### src/hw/rtl/prs_pkg.sv
// ----------------------------------------------------------------------------
// prs_pkg
// Shared widths, constants and types of the particle resampler.
// ----------------------------------------------------------------------------
package prs_pkg;

    localparam int PARTICLES     = 64;
    localparam int FRACTION_BITS = 24;

    localparam int WEIGHT_W  = 25;
    localparam int UNIFORM_W = 24;
    localparam int OUT_IDX_W = 6;
    localparam int SUM_W     = 32;
    localparam int IDX_W     = $clog2(PARTICLES);
    localparam int CNT_W     = IDX_W + 1;
    localparam int KEY_W     = (FRACTION_BITS + 1 > UNIFORM_W) ? FRACTION_BITS + 1 : UNIFORM_W;

    localparam int STRIDE     = (1 << FRACTION_BITS) / PARTICLES;
    localparam int STRIDE_MOD = (STRIDE == 0) ? 1 : STRIDE;

    localparam logic METHOD_SYSTEMATIC  = 1'b0;
    localparam logic METHOD_MULTINOMIAL = 1'b1;

    localparam logic KIND_LOAD = 1'b0;
    localparam logic KIND_DRAW = 1'b1;

    typedef logic [IDX_W-1:0]     idx_t;
    typedef logic [CNT_W-1:0]     cnt_t;
    typedef logic [KEY_W-1:0]     key_t;
    typedef logic [SUM_W-1:0]     sum_t;
    typedef logic [SUM_W:0]       sum_ext_t;
    typedef logic [OUT_IDX_W-1:0] out_idx_t;
    typedef logic [UNIFORM_W-1:0] uniform_t;

    typedef struct packed {
        out_idx_t particle_index;
        logic     last_draw;
    } prs_result_t;

    typedef struct packed {
        logic en;
        idx_t addr;
        sum_t data;
    } prs_wr_t;

endpackage

### src/hw/rtl/prs_if.sv
// ----------------------------------------------------------------------------
// prs_if
// Channel interfaces of the particle resampler: input, result, configuration.
// ----------------------------------------------------------------------------
interface prs_in_if;
    logic                           valid;
    logic                           ready;
    logic                           kind;
    logic [prs_pkg::WEIGHT_W-1:0]   weight;
    logic [prs_pkg::UNIFORM_W-1:0]  uniform;

    modport source (output valid, output kind, output weight, output uniform, input ready);
    modport sink   (input valid, input kind, input weight, input uniform, output ready);
endinterface

interface prs_out_if;
    logic                           valid;
    logic                           ready;
    logic [prs_pkg::OUT_IDX_W-1:0]  particle_index;
    logic                           last_draw;

    modport source (output valid, output particle_index, output last_draw, input ready);
    modport sink   (input valid, input particle_index, input last_draw, output ready);
endinterface

interface prs_cfg_if;
    logic valid;
    logic ready;
    logic resample_method;

    modport source (output valid, output resample_method, input ready);
    modport sink   (input valid, input resample_method, output ready);
endinterface

### src/hw/rtl/prs_store.sv
// ----------------------------------------------------------------------------
// prs_store
// Prefix-sum memory: one write port, one read port with registered data.
// ----------------------------------------------------------------------------
module prs_store
(
    input  logic              clk,
    input  prs_pkg::prs_wr_t  wr,
    input  prs_pkg::idx_t     rd_addr,
    output prs_pkg::sum_t     rd_data
);

    prs_pkg::sum_t mem [prs_pkg::PARTICLES];
    prs_pkg::sum_t rd_data_reg;

    always_ff @(posedge clk)
    begin
        if (wr.en)
        begin
            mem[wr.addr] <= wr.data;
        end
        rd_data_reg <= mem[rd_addr];
    end

    assign rd_data = rd_data_reg;

endmodule

### src/hw/rtl/prs_seq.sv
// ----------------------------------------------------------------------------
// prs_seq
// Sequencer of the resampler: prefix accumulation on loads, and a cursor scan
// or lower-bound search over the store on draws, through one shared compare.
// ----------------------------------------------------------------------------
module prs_seq
(
    input  logic                          clk,
    input  logic                          rst_n,
    input  logic                          start,
    input  logic                          kind,
    input  logic [prs_pkg::WEIGHT_W-1:0]  weight,
    input  prs_pkg::uniform_t             uniform,
    input  logic                          method,
    output logic                          idle,
    output logic                          res_valid,
    output prs_pkg::prs_result_t          res,
    input  logic                          res_take,
    output prs_pkg::prs_wr_t              wr,
    output prs_pkg::idx_t                 rd_addr,
    input  prs_pkg::sum_t                 rd_data
);

    typedef enum logic [1:0] {S_IDLE, S_READ, S_CMP, S_DONE} state_t;

    localparam prs_pkg::idx_t LAST_IDX  = prs_pkg::idx_t'(prs_pkg::PARTICLES - 1);
    localparam prs_pkg::cnt_t CNT_TOTAL = prs_pkg::cnt_t'(prs_pkg::PARTICLES);

    state_t            state_reg,    state_next;
    prs_pkg::idx_t     load_cnt_reg, load_cnt_next;
    prs_pkg::idx_t     draw_cnt_reg, draw_cnt_next;
    prs_pkg::idx_t     cursor_reg,   cursor_next;
    prs_pkg::key_t     offset_reg,   offset_next;
    prs_pkg::sum_t     last_sum_reg, last_sum_next;
    prs_pkg::key_t     key_reg,      key_next;
    prs_pkg::cnt_t     lo_reg,       lo_next;
    prs_pkg::cnt_t     hi_reg,       hi_next;
    prs_pkg::idx_t     mid_reg,      mid_next;
    logic              mode_reg,     mode_next;
    prs_pkg::idx_t     idx_reg,      idx_next;
    logic              last_reg,     last_next;

    prs_pkg::sum_ext_t sum_ext;
    prs_pkg::sum_t     sum_sat;
    prs_pkg::key_t     offset_new;
    prs_pkg::cnt_t     mid_calc;
    prs_pkg::cnt_t     lo_step;
    prs_pkg::cnt_t     hi_step;
    logic              key_gt;

    assign sum_ext  = {1'b0, last_sum_reg} + prs_pkg::sum_ext_t'(weight);
    assign sum_sat  = sum_ext[prs_pkg::SUM_W] ? '1 : sum_ext[prs_pkg::SUM_W-1:0];
    assign mid_calc = lo_reg + ((hi_reg - lo_reg) >> 1);
    assign key_gt   = prs_pkg::sum_t'(key_reg) > rd_data;
    assign lo_step  = key_gt ? prs_pkg::cnt_t'(mid_reg) + prs_pkg::cnt_t'(1) : lo_reg;
    assign hi_step  = key_gt ? hi_reg : prs_pkg::cnt_t'(mid_reg);

    always_comb
    begin
        if (prs_pkg::STRIDE == 0)
        begin
            offset_new = '0;
        end
        else
        begin
            offset_new = prs_pkg::key_t'(uniform % prs_pkg::STRIDE_MOD);
        end
    end

    assign idle      = (state_reg == S_IDLE);
    assign res_valid = (state_reg == S_DONE);
    assign res.particle_index = prs_pkg::out_idx_t'(idx_reg);
    assign res.last_draw      = last_reg;

    assign wr.en   = start && idle && (kind == prs_pkg::KIND_LOAD);
    assign wr.addr = load_cnt_reg;
    assign wr.data = sum_sat;

    assign rd_addr = (mode_reg == prs_pkg::METHOD_MULTINOMIAL)
                     ? prs_pkg::idx_t'(mid_calc) : cursor_reg;

    always_comb
    begin
        state_next    = state_reg;
        load_cnt_next = load_cnt_reg;
        draw_cnt_next = draw_cnt_reg;
        cursor_next   = cursor_reg;
        offset_next   = offset_reg;
        last_sum_next = last_sum_reg;
        key_next      = key_reg;
        lo_next       = lo_reg;
        hi_next       = hi_reg;
        mid_next      = mid_reg;
        mode_next     = mode_reg;
        idx_next      = idx_reg;
        last_next     = last_reg;

        unique case (state_reg)
            S_IDLE:
            begin
                if (start && kind == prs_pkg::KIND_LOAD)
                begin
                    if (load_cnt_reg == LAST_IDX)
                    begin
                        load_cnt_next = '0;
                        last_sum_next = '0;
                    end
                    else
                    begin
                        load_cnt_next = load_cnt_reg + prs_pkg::idx_t'(1);
                        last_sum_next = sum_sat;
                    end
                end
                else if (start)
                begin
                    mode_next     = method;
                    last_next     = (draw_cnt_reg == LAST_IDX);
                    draw_cnt_next = (draw_cnt_reg == LAST_IDX) ? '0
                                    : draw_cnt_reg + prs_pkg::idx_t'(1);
                    lo_next       = '0;
                    hi_next       = CNT_TOTAL;
                    if (method == prs_pkg::METHOD_MULTINOMIAL)
                    begin
                        key_next = prs_pkg::key_t'(uniform);
                    end
                    else if (draw_cnt_reg == '0)
                    begin
                        offset_next = offset_new;
                        cursor_next = '0;
                        key_next    = offset_new;
                    end
                    else
                    begin
                        key_next = offset_reg + prs_pkg::key_t'(draw_cnt_reg)
                                   * prs_pkg::key_t'(prs_pkg::STRIDE);
                    end
                    state_next = S_READ;
                end
            end
            S_READ:
            begin
                mid_next   = prs_pkg::idx_t'(mid_calc);
                state_next = S_CMP;
            end
            S_CMP:
            begin
                if (mode_reg == prs_pkg::METHOD_MULTINOMIAL)
                begin
                    lo_next = lo_step;
                    hi_next = hi_step;
                    if (lo_step < hi_step)
                    begin
                        state_next = S_READ;
                    end
                    else
                    begin
                        idx_next   = (lo_step >= CNT_TOTAL) ? LAST_IDX
                                     : prs_pkg::idx_t'(lo_step);
                        state_next = S_DONE;
                    end
                end
                else if (key_gt && cursor_reg != LAST_IDX)
                begin
                    cursor_next = cursor_reg + prs_pkg::idx_t'(1);
                    state_next  = S_READ;
                end
                else
                begin
                    idx_next   = cursor_reg;
                    state_next = S_DONE;
                end
            end
            S_DONE:
            begin
                if (res_take)
                begin
                    state_next = S_IDLE;
                end
            end
            default:
            begin
                state_next = S_IDLE;
            end
        endcase
    end

    always_ff @(posedge clk or negedge rst_n)
    begin
        if (!rst_n)
        begin
            state_reg    <= S_IDLE;
            load_cnt_reg <= '0;
            draw_cnt_reg <= '0;
            cursor_reg   <= '0;
            offset_reg   <= '0;
            last_sum_reg <= '0;
            mode_reg     <= prs_pkg::METHOD_SYSTEMATIC;
            key_reg      <= '0;
            lo_reg       <= '0;
            hi_reg       <= '0;
            mid_reg      <= '0;
            idx_reg      <= '0;
            last_reg     <= 1'b0;
        end
        else
        begin
            state_reg    <= state_next;
            load_cnt_reg <= load_cnt_next;
            draw_cnt_reg <= draw_cnt_next;
            cursor_reg   <= cursor_next;
            offset_reg   <= offset_next;
            last_sum_reg <= last_sum_next;
            mode_reg     <= mode_next;
            key_reg      <= key_next;
            lo_reg       <= lo_next;
            hi_reg       <= hi_next;
            mid_reg      <= mid_next;
            idx_reg      <= idx_next;
            last_reg     <= last_next;
        end
    end

endmodule

### src/hw/rtl/particle_resampler_unit.sv
// ----------------------------------------------------------------------------
// particle_resampler_unit
// Particle filter resampler: prefix-sum store with systematic and
// multinomial index selection.
// ----------------------------------------------------------------------------
// Channels: in_ch takes beats of kind, weight and uniform; a load beat adds
// one weight to the prefix store, a draw beat yields one beat on out_ch with
// the chosen particle_index and last_draw on the final draw of a set. cfg
// writes resample_method (0 systematic, 1 multinomial) and is always ready;
// write it only while the block is idle.
// Sequencing: a load writes the store from the idle state. A systematic draw
// reads and compares entries from the cursor on until the key no longer
// exceeds one or the last entry is reached; a multinomial draw reads and
// compares one entry per binary-search probe (at most 7 for 64 particles).
// Both use the single read port of the prefix store and one shared comparator,
// one probe at a time. in_ch.ready is high only while the sequencer is idle.
// Results sit in an output register, so the next beat is taken while a
// result waits; a stalled receiver holds the result and blocks only the
// completion of the following draw.
// Reset clears the counters, cursor, offset and method; the prefix store is
// undefined until loaded.
// ----------------------------------------------------------------------------
module particle_resampler_unit
(
    input  logic       clk,
    input  logic       rst_n,
    prs_in_if.sink     in_ch,
    prs_out_if.source  out_ch,
    prs_cfg_if.sink    cfg
);

    logic                  method_reg;
    logic                  out_valid_reg;
    prs_pkg::prs_result_t  out_data_reg;

    logic                  seq_idle;
    logic                  res_valid;
    prs_pkg::prs_result_t  res;
    logic                  res_take;
    prs_pkg::prs_wr_t      wr;
    prs_pkg::idx_t         rd_addr;
    prs_pkg::sum_t         rd_data;

    assign in_ch.ready = seq_idle;
    assign cfg.ready   = 1'b1;
    assign res_take    = !out_valid_reg || out_ch.ready;

    assign out_ch.valid          = out_valid_reg;
    assign out_ch.particle_index = out_data_reg.particle_index;
    assign out_ch.last_draw      = out_data_reg.last_draw;

    prs_seq u_seq
    (
        .clk       (clk),
        .rst_n     (rst_n),
        .start     (in_ch.valid && seq_idle),
        .kind      (in_ch.kind),
        .weight    (in_ch.weight),
        .uniform   (in_ch.uniform),
        .method    (method_reg),
        .idle      (seq_idle),
        .res_valid (res_valid),
        .res       (res),
        .res_take  (res_take),
        .wr        (wr),
        .rd_addr   (rd_addr),
        .rd_data   (rd_data)
    );

    prs_store u_store
    (
        .clk     (clk),
        .wr      (wr),
        .rd_addr (rd_addr),
        .rd_data (rd_data)
    );

    always_ff @(posedge clk or negedge rst_n)
    begin
        if (!rst_n)
        begin
            method_reg    <= prs_pkg::METHOD_SYSTEMATIC;
            out_valid_reg <= 1'b0;
        end
        else
        begin
            if (cfg.valid)
            begin
                method_reg <= cfg.resample_method;
            end
            if (res_valid && res_take)
            begin
                out_valid_reg <= 1'b1;
            end
            else if (out_ch.ready)
            begin
                out_valid_reg <= 1'b0;
            end
        end
    end

    // hold the result until the receiver takes the beat
    always_ff @(posedge clk)
    begin
        if (res_valid && res_take)
        begin
            out_data_reg <= res;
        end
    end

endmodule
### src/flat_wrapper.sv
// flat-port wrapper written by rule: the top's interface ports become plain ports
module particle_resampler_unit_flat 
  (clk, rst_n, in_ch_valid, in_ch_kind, in_ch_weight, in_ch_uniform, in_ch_ready, out_ch_valid, out_ch_particle_index, out_ch_last_draw, out_ch_ready, cfg_valid, cfg_resample_method, cfg_ready);
  prs_in_if in_ch_i ();
  prs_out_if out_ch_i ();
  prs_cfg_if cfg_i ();
  input  logic clk;
  input  logic rst_n;
  input wire logic [$bits(in_ch_i.valid)-1:0] in_ch_valid;
  input wire logic [$bits(in_ch_i.kind)-1:0] in_ch_kind;
  input wire logic [$bits(in_ch_i.weight)-1:0] in_ch_weight;
  input wire logic [$bits(in_ch_i.uniform)-1:0] in_ch_uniform;
  output wire logic [$bits(in_ch_i.ready)-1:0] in_ch_ready;
  output wire logic [$bits(out_ch_i.valid)-1:0] out_ch_valid;
  output wire logic [$bits(out_ch_i.particle_index)-1:0] out_ch_particle_index;
  output wire logic [$bits(out_ch_i.last_draw)-1:0] out_ch_last_draw;
  input wire logic [$bits(out_ch_i.ready)-1:0] out_ch_ready;
  input wire logic [$bits(cfg_i.valid)-1:0] cfg_valid;
  input wire logic [$bits(cfg_i.resample_method)-1:0] cfg_resample_method;
  output wire logic [$bits(cfg_i.ready)-1:0] cfg_ready;
  assign in_ch_i.valid = in_ch_valid;
  assign in_ch_i.kind = in_ch_kind;
  assign in_ch_i.weight = in_ch_weight;
  assign in_ch_i.uniform = in_ch_uniform;
  assign in_ch_ready = in_ch_i.ready;
  assign out_ch_valid = out_ch_i.valid;
  assign out_ch_particle_index = out_ch_i.particle_index;
  assign out_ch_last_draw = out_ch_i.last_draw;
  assign out_ch_i.ready = out_ch_ready;
  assign cfg_i.valid = cfg_valid;
  assign cfg_i.resample_method = cfg_resample_method;
  assign cfg_ready = cfg_i.ready;
  particle_resampler_unit u_core (.clk(clk), .rst_n(rst_n), .in_ch(in_ch_i), .out_ch(out_ch_i), .cfg(cfg_i));
endmodule
### config.mk
export PLATFORM = sky130hd
export DESIGN_NAME = particle_resampler_unit_flat
export DESIGN_NICKNAME = d
export VERILOG_FILES = /design/src/hw/rtl/prs_pkg.sv /design/src/hw/rtl/prs_if.sv /design/src/hw/rtl/prs_store.sv /design/src/hw/rtl/prs_seq.sv /design/src/hw/rtl/particle_resampler_unit.sv /design/src/flat_wrapper.sv
export SDC_FILE = /design/constraint.sdc
export NUM_CORES = 2
export LEC_CHECK = 0
export BUFFER_PORTS_ARGS = -buffer_cell sky130_fd_sc_hd__buf_2
export CAP_MARGIN = 30
export CORE_MARGIN = 1
export CORE_UTILIZATION = 55
export DETAILED_ROUTE_END_ITERATION = 10
export PLACE_DENSITY = 0.73
export SETUP_SLACK_MARGIN = 0.4
export SKIP_CTS_REPAIR_TIMING = 1
export SLEW_MARGIN = 20
export SYNTH_ARGS = -nofsm -noshare
export SYNTH_HDL_FRONTEND = slang
export SYNTH_SLANG_ARGS = --single-unit
### constraint.sdc
create_clock -name clk -period 13.05 [get_ports clk]
set_input_delay 1.305 -clock clk [delete_from_list [all_inputs] [get_ports clk]]
set_output_delay 1.305 -clock clk [all_outputs]
set_load 0.05 [all_outputs]
==> reports/qor.txt <==
outcome = finished, final reports clean
Total Routing Usage GR = 26.31%
first-pass GRT wire length = 303200 µm
Setup-failing EPs final = 0
RR Endpoint = u_core.u_store.rd_data[25]
P&R area growth vs syn = 12.00%
sequential area share after synthesis = 74.15%
CTS root buffer = clkbuf_16
clk buf depth = 3
RSZ-0062 raised after global routing = no
crit path from = u_core.u_seq.hi_reg[0]
largest net degree at the start of global routing = 111
Placer Congestion = 0.8361
synth unique cells = 72
clock skew = 40.10 ps
drt pass-1 iters = 5
min Tclk post-route = 6067 ps
post-synth top area share = 69.91%
slew of the pin with the lowest slew margin = 1045 ps
routed length per placed instance = 31.28 µm
Sink Count = 2211
end point of the critical path = u_core.u_store.rd_data[25]
CP endpoint kind = flip-flop
Clk network pwr share = 23.2%
Main synth FF type = edfxtp_1
grt ovf = 0
startpoint types = flip-flop
DRC viols = 0
post-DR vias/cell = 6.470
share of layout cells above drive strength 1 = 25.03%
reg2reg path depth = 14
final hold vios = 0
CTS H-tree lvls = 4
initial antenna violation count = 3
CTS Buf Count = 211
number of nets in the layout = 4606
number of buffers added on ports = 64
post-route setup TNS = 0 ps
R2R Setup Slk = 6980 ps
syn nets = 4396
Die Width = 402.6 µm
Internal = 16.60 mW
Max Clk Rate = 164.8 MHz
headroom to the max-slew limit = 30.09%
final std cells w/o fill = 6733
Critical Path Fanout Max = 51
Routed WL = 210600 µm
hpwl dp = 111400 µm
Post-synth top cells = 2055 x edfxtp_1, 520 x mux2i_1, 512 x mux4_2, 165 x nand2_1, 124 x dfrtp_1
Crit Path Class = reg2reg
Worst IR Drop VDD = 0.0002961 V
io pins = 66
synthesized area = 88270 µm²
Clock Pin Slew Worst Setup and Hold Paths = 60 ps
async set-reset flop share out of synthesis = 5.608%
Switching Share = 35.69%
Worst-Skew Late Latency = 860 ps
reg2reg start = u_core.u_seq.hi_reg[0]
syn avg cell area = 20.68 µm²
Hold/Removal Path Class = reg2reg
final worst path period share = 46.49%
via count = 43.56k
Yosys reg bits = 2211
LEAKAGE = 35.17 nW
cell accounting for the most synthesized area = edfxtp_1
die height = 402.6 µm
Placeable Area = 158900 µm²
Routed Antenna Nets = 0
TritonCTS clock tree = built
Slew Limit Fails = 0
CP arrival = 6760 ps
row count = 146
max_cap viols = 0
die area = 162100 µm²
Seq pwr share = 38.6%
Initial Utilization = 55.54%
sw power = 9.213 mW
max reg flops = 2048
count leader, synth = edfxtp_1
Logic pwr share = 38.2%
vias in the first global route = 43.62k
initial drt markers = 5615
Post-synth EDFFs = 2055
synth top area cells = edfxtp_1 70%, mux4_2 13%, mux2i_1 5.9%
WP data required = 13740 ps
placed insts = 6334
Pwr Density = 261.1 nW/µm²
cells after synthesis = 4268
Yosys Warn Count = 0
per-layer routing:
layer | vias to the layer above | share of wire [%] | track usage [%]
li1 | 17930 | - | -
met1 | 23190 | 40 | 38.65
met2 | 2180 | 47 | 40.60
met3 | 263 | 10 | 5.040
met4 | 2 | 2.6 | 7.754
met5 | - | 0.0062 | 0
critical path: stages, from the launching register on:
cell	delay, ps
dfrtp_1	390
nand2b_1	180
fa_1	430
xor2_1	240
inv_1	80
fa_1	500
a21oi_4	160
buf_4	560
buf_4	730
buf_4	720
mux4_2	410
mux2i_1	180
mux2i_1	270
mux2i_1	790
mux2i_1	160
worst min path at each step:
stage | start | end | cells after the start
floorplan | u_core.u_seq.idx_reg[0] | u_core.out_ch.particle_index[0] | 0
global route | u_core.u_seq.idx_reg[3] | u_core.out_ch.particle_index[3] | 0
finish | u_core.u_seq.idx_reg[4] | u_core.out_ch.particle_index[4] | 0
CTS | rst_n | u_core.u_seq.mid_reg[0] | 1
global placement | u_core.u_seq.idx_reg[2] | u_core.out_ch.particle_index[2] | 0
detailed placement | u_core.u_seq.idx_reg[4] | u_core.out_ch.particle_index[4] | 0
cells by family after synthesis:
group	synth area share [%]
flip-flops	74.15
multiplexers	19.11
AND/OR/NAND/NOR	2.070
buffers and inverters	1.364
AO/OA/AOI/OAI	1.865
adder cells (fa/ha/maj)	1.046
XOR/XNOR	0.3870
other	0.004249
metrics by stage:
stage	hold slack [ps]	power (mW)	util, %	cell area (µm²)	setup WS, ps
2_1_floorplan	424.9	16.53	-	88270	6437
3_3_place_gp	437.2	19.69	57.84	91930	6965
3_5_place_dp	431.4	19.90	57.87	91980	6962
4_1_cts	441.0	25.87	62.16	98790	6922
5_1_grt	454.4	26.72	62.20	98850	6732
6_report	444.0	25.82	62.20	98860	6983
power by group through the flow:
stage	clock network (mW)	registers [mW]	logic, mW
floorplan	0	10.1	6.47
global placement	0	10.1	9.60
detailed placement	0	10.1	9.81
CTS	6.06	9.95	9.85
global route	6.31	9.99	10.4
finish	5.99	9.97	9.85
area by class of cell:
class,instances,area (µm²)
diodes,2,5.005
clock inverters,121,1045
repair buffers,204,1519
clock buffers,273,5766
multi-input cells,1791,22260
well taps,2072,2592
fillers,10610,60070
inverters,59,221.5
flip-flops and latches,2211,65450
cell usage in the layout (no fill, tap or decap), drive strengths merged, types with 6 or more instances in the layout:
| cell | netlist | routed |
|---|---|---|
| nand4 | 10 | 10 |
| nand3b | 6 | 6 |
| or3 | 17 | 17 |
| mux2 | 11 | 11 |
| and3 | 11 | 11 |
| ha | 69 | 69 |
| nor2b | 13 | 13 |
| mux2i | 520 | 520 |
| nand2b | 19 | 19 |
| dfrtp | 124 | 124 |
| clkinvlp | 0 | 8 |
| nand3 | 23 | 23 |
| clkinv | 0 | 89 |
| nand2 | 165 | 165 |
| o21bai | 8 | 8 |
| a31oi | 11 | 11 |
| a211oi | 11 | 11 |
| dfxtp | 32 | 32 |
| inv | 59 | 70 |
| a21o | 15 | 15 |
| o21ai | 68 | 68 |
| buf | 164 | 204 |
| xnor2 | 24 | 24 |
| nor3 | 12 | 12 |
| edfxtp | 2055 | 2055 |
| clkbuf | 43 | 273 |
| bufinv | 0 | 13 |
| nor2 | 106 | 106 |
| a22o | 28 | 28 |
| a21oi | 55 | 55 |
| xor2 | 15 | 15 |
| mux4 | 512 | 512 |
(Power assumes the default switching activity.)
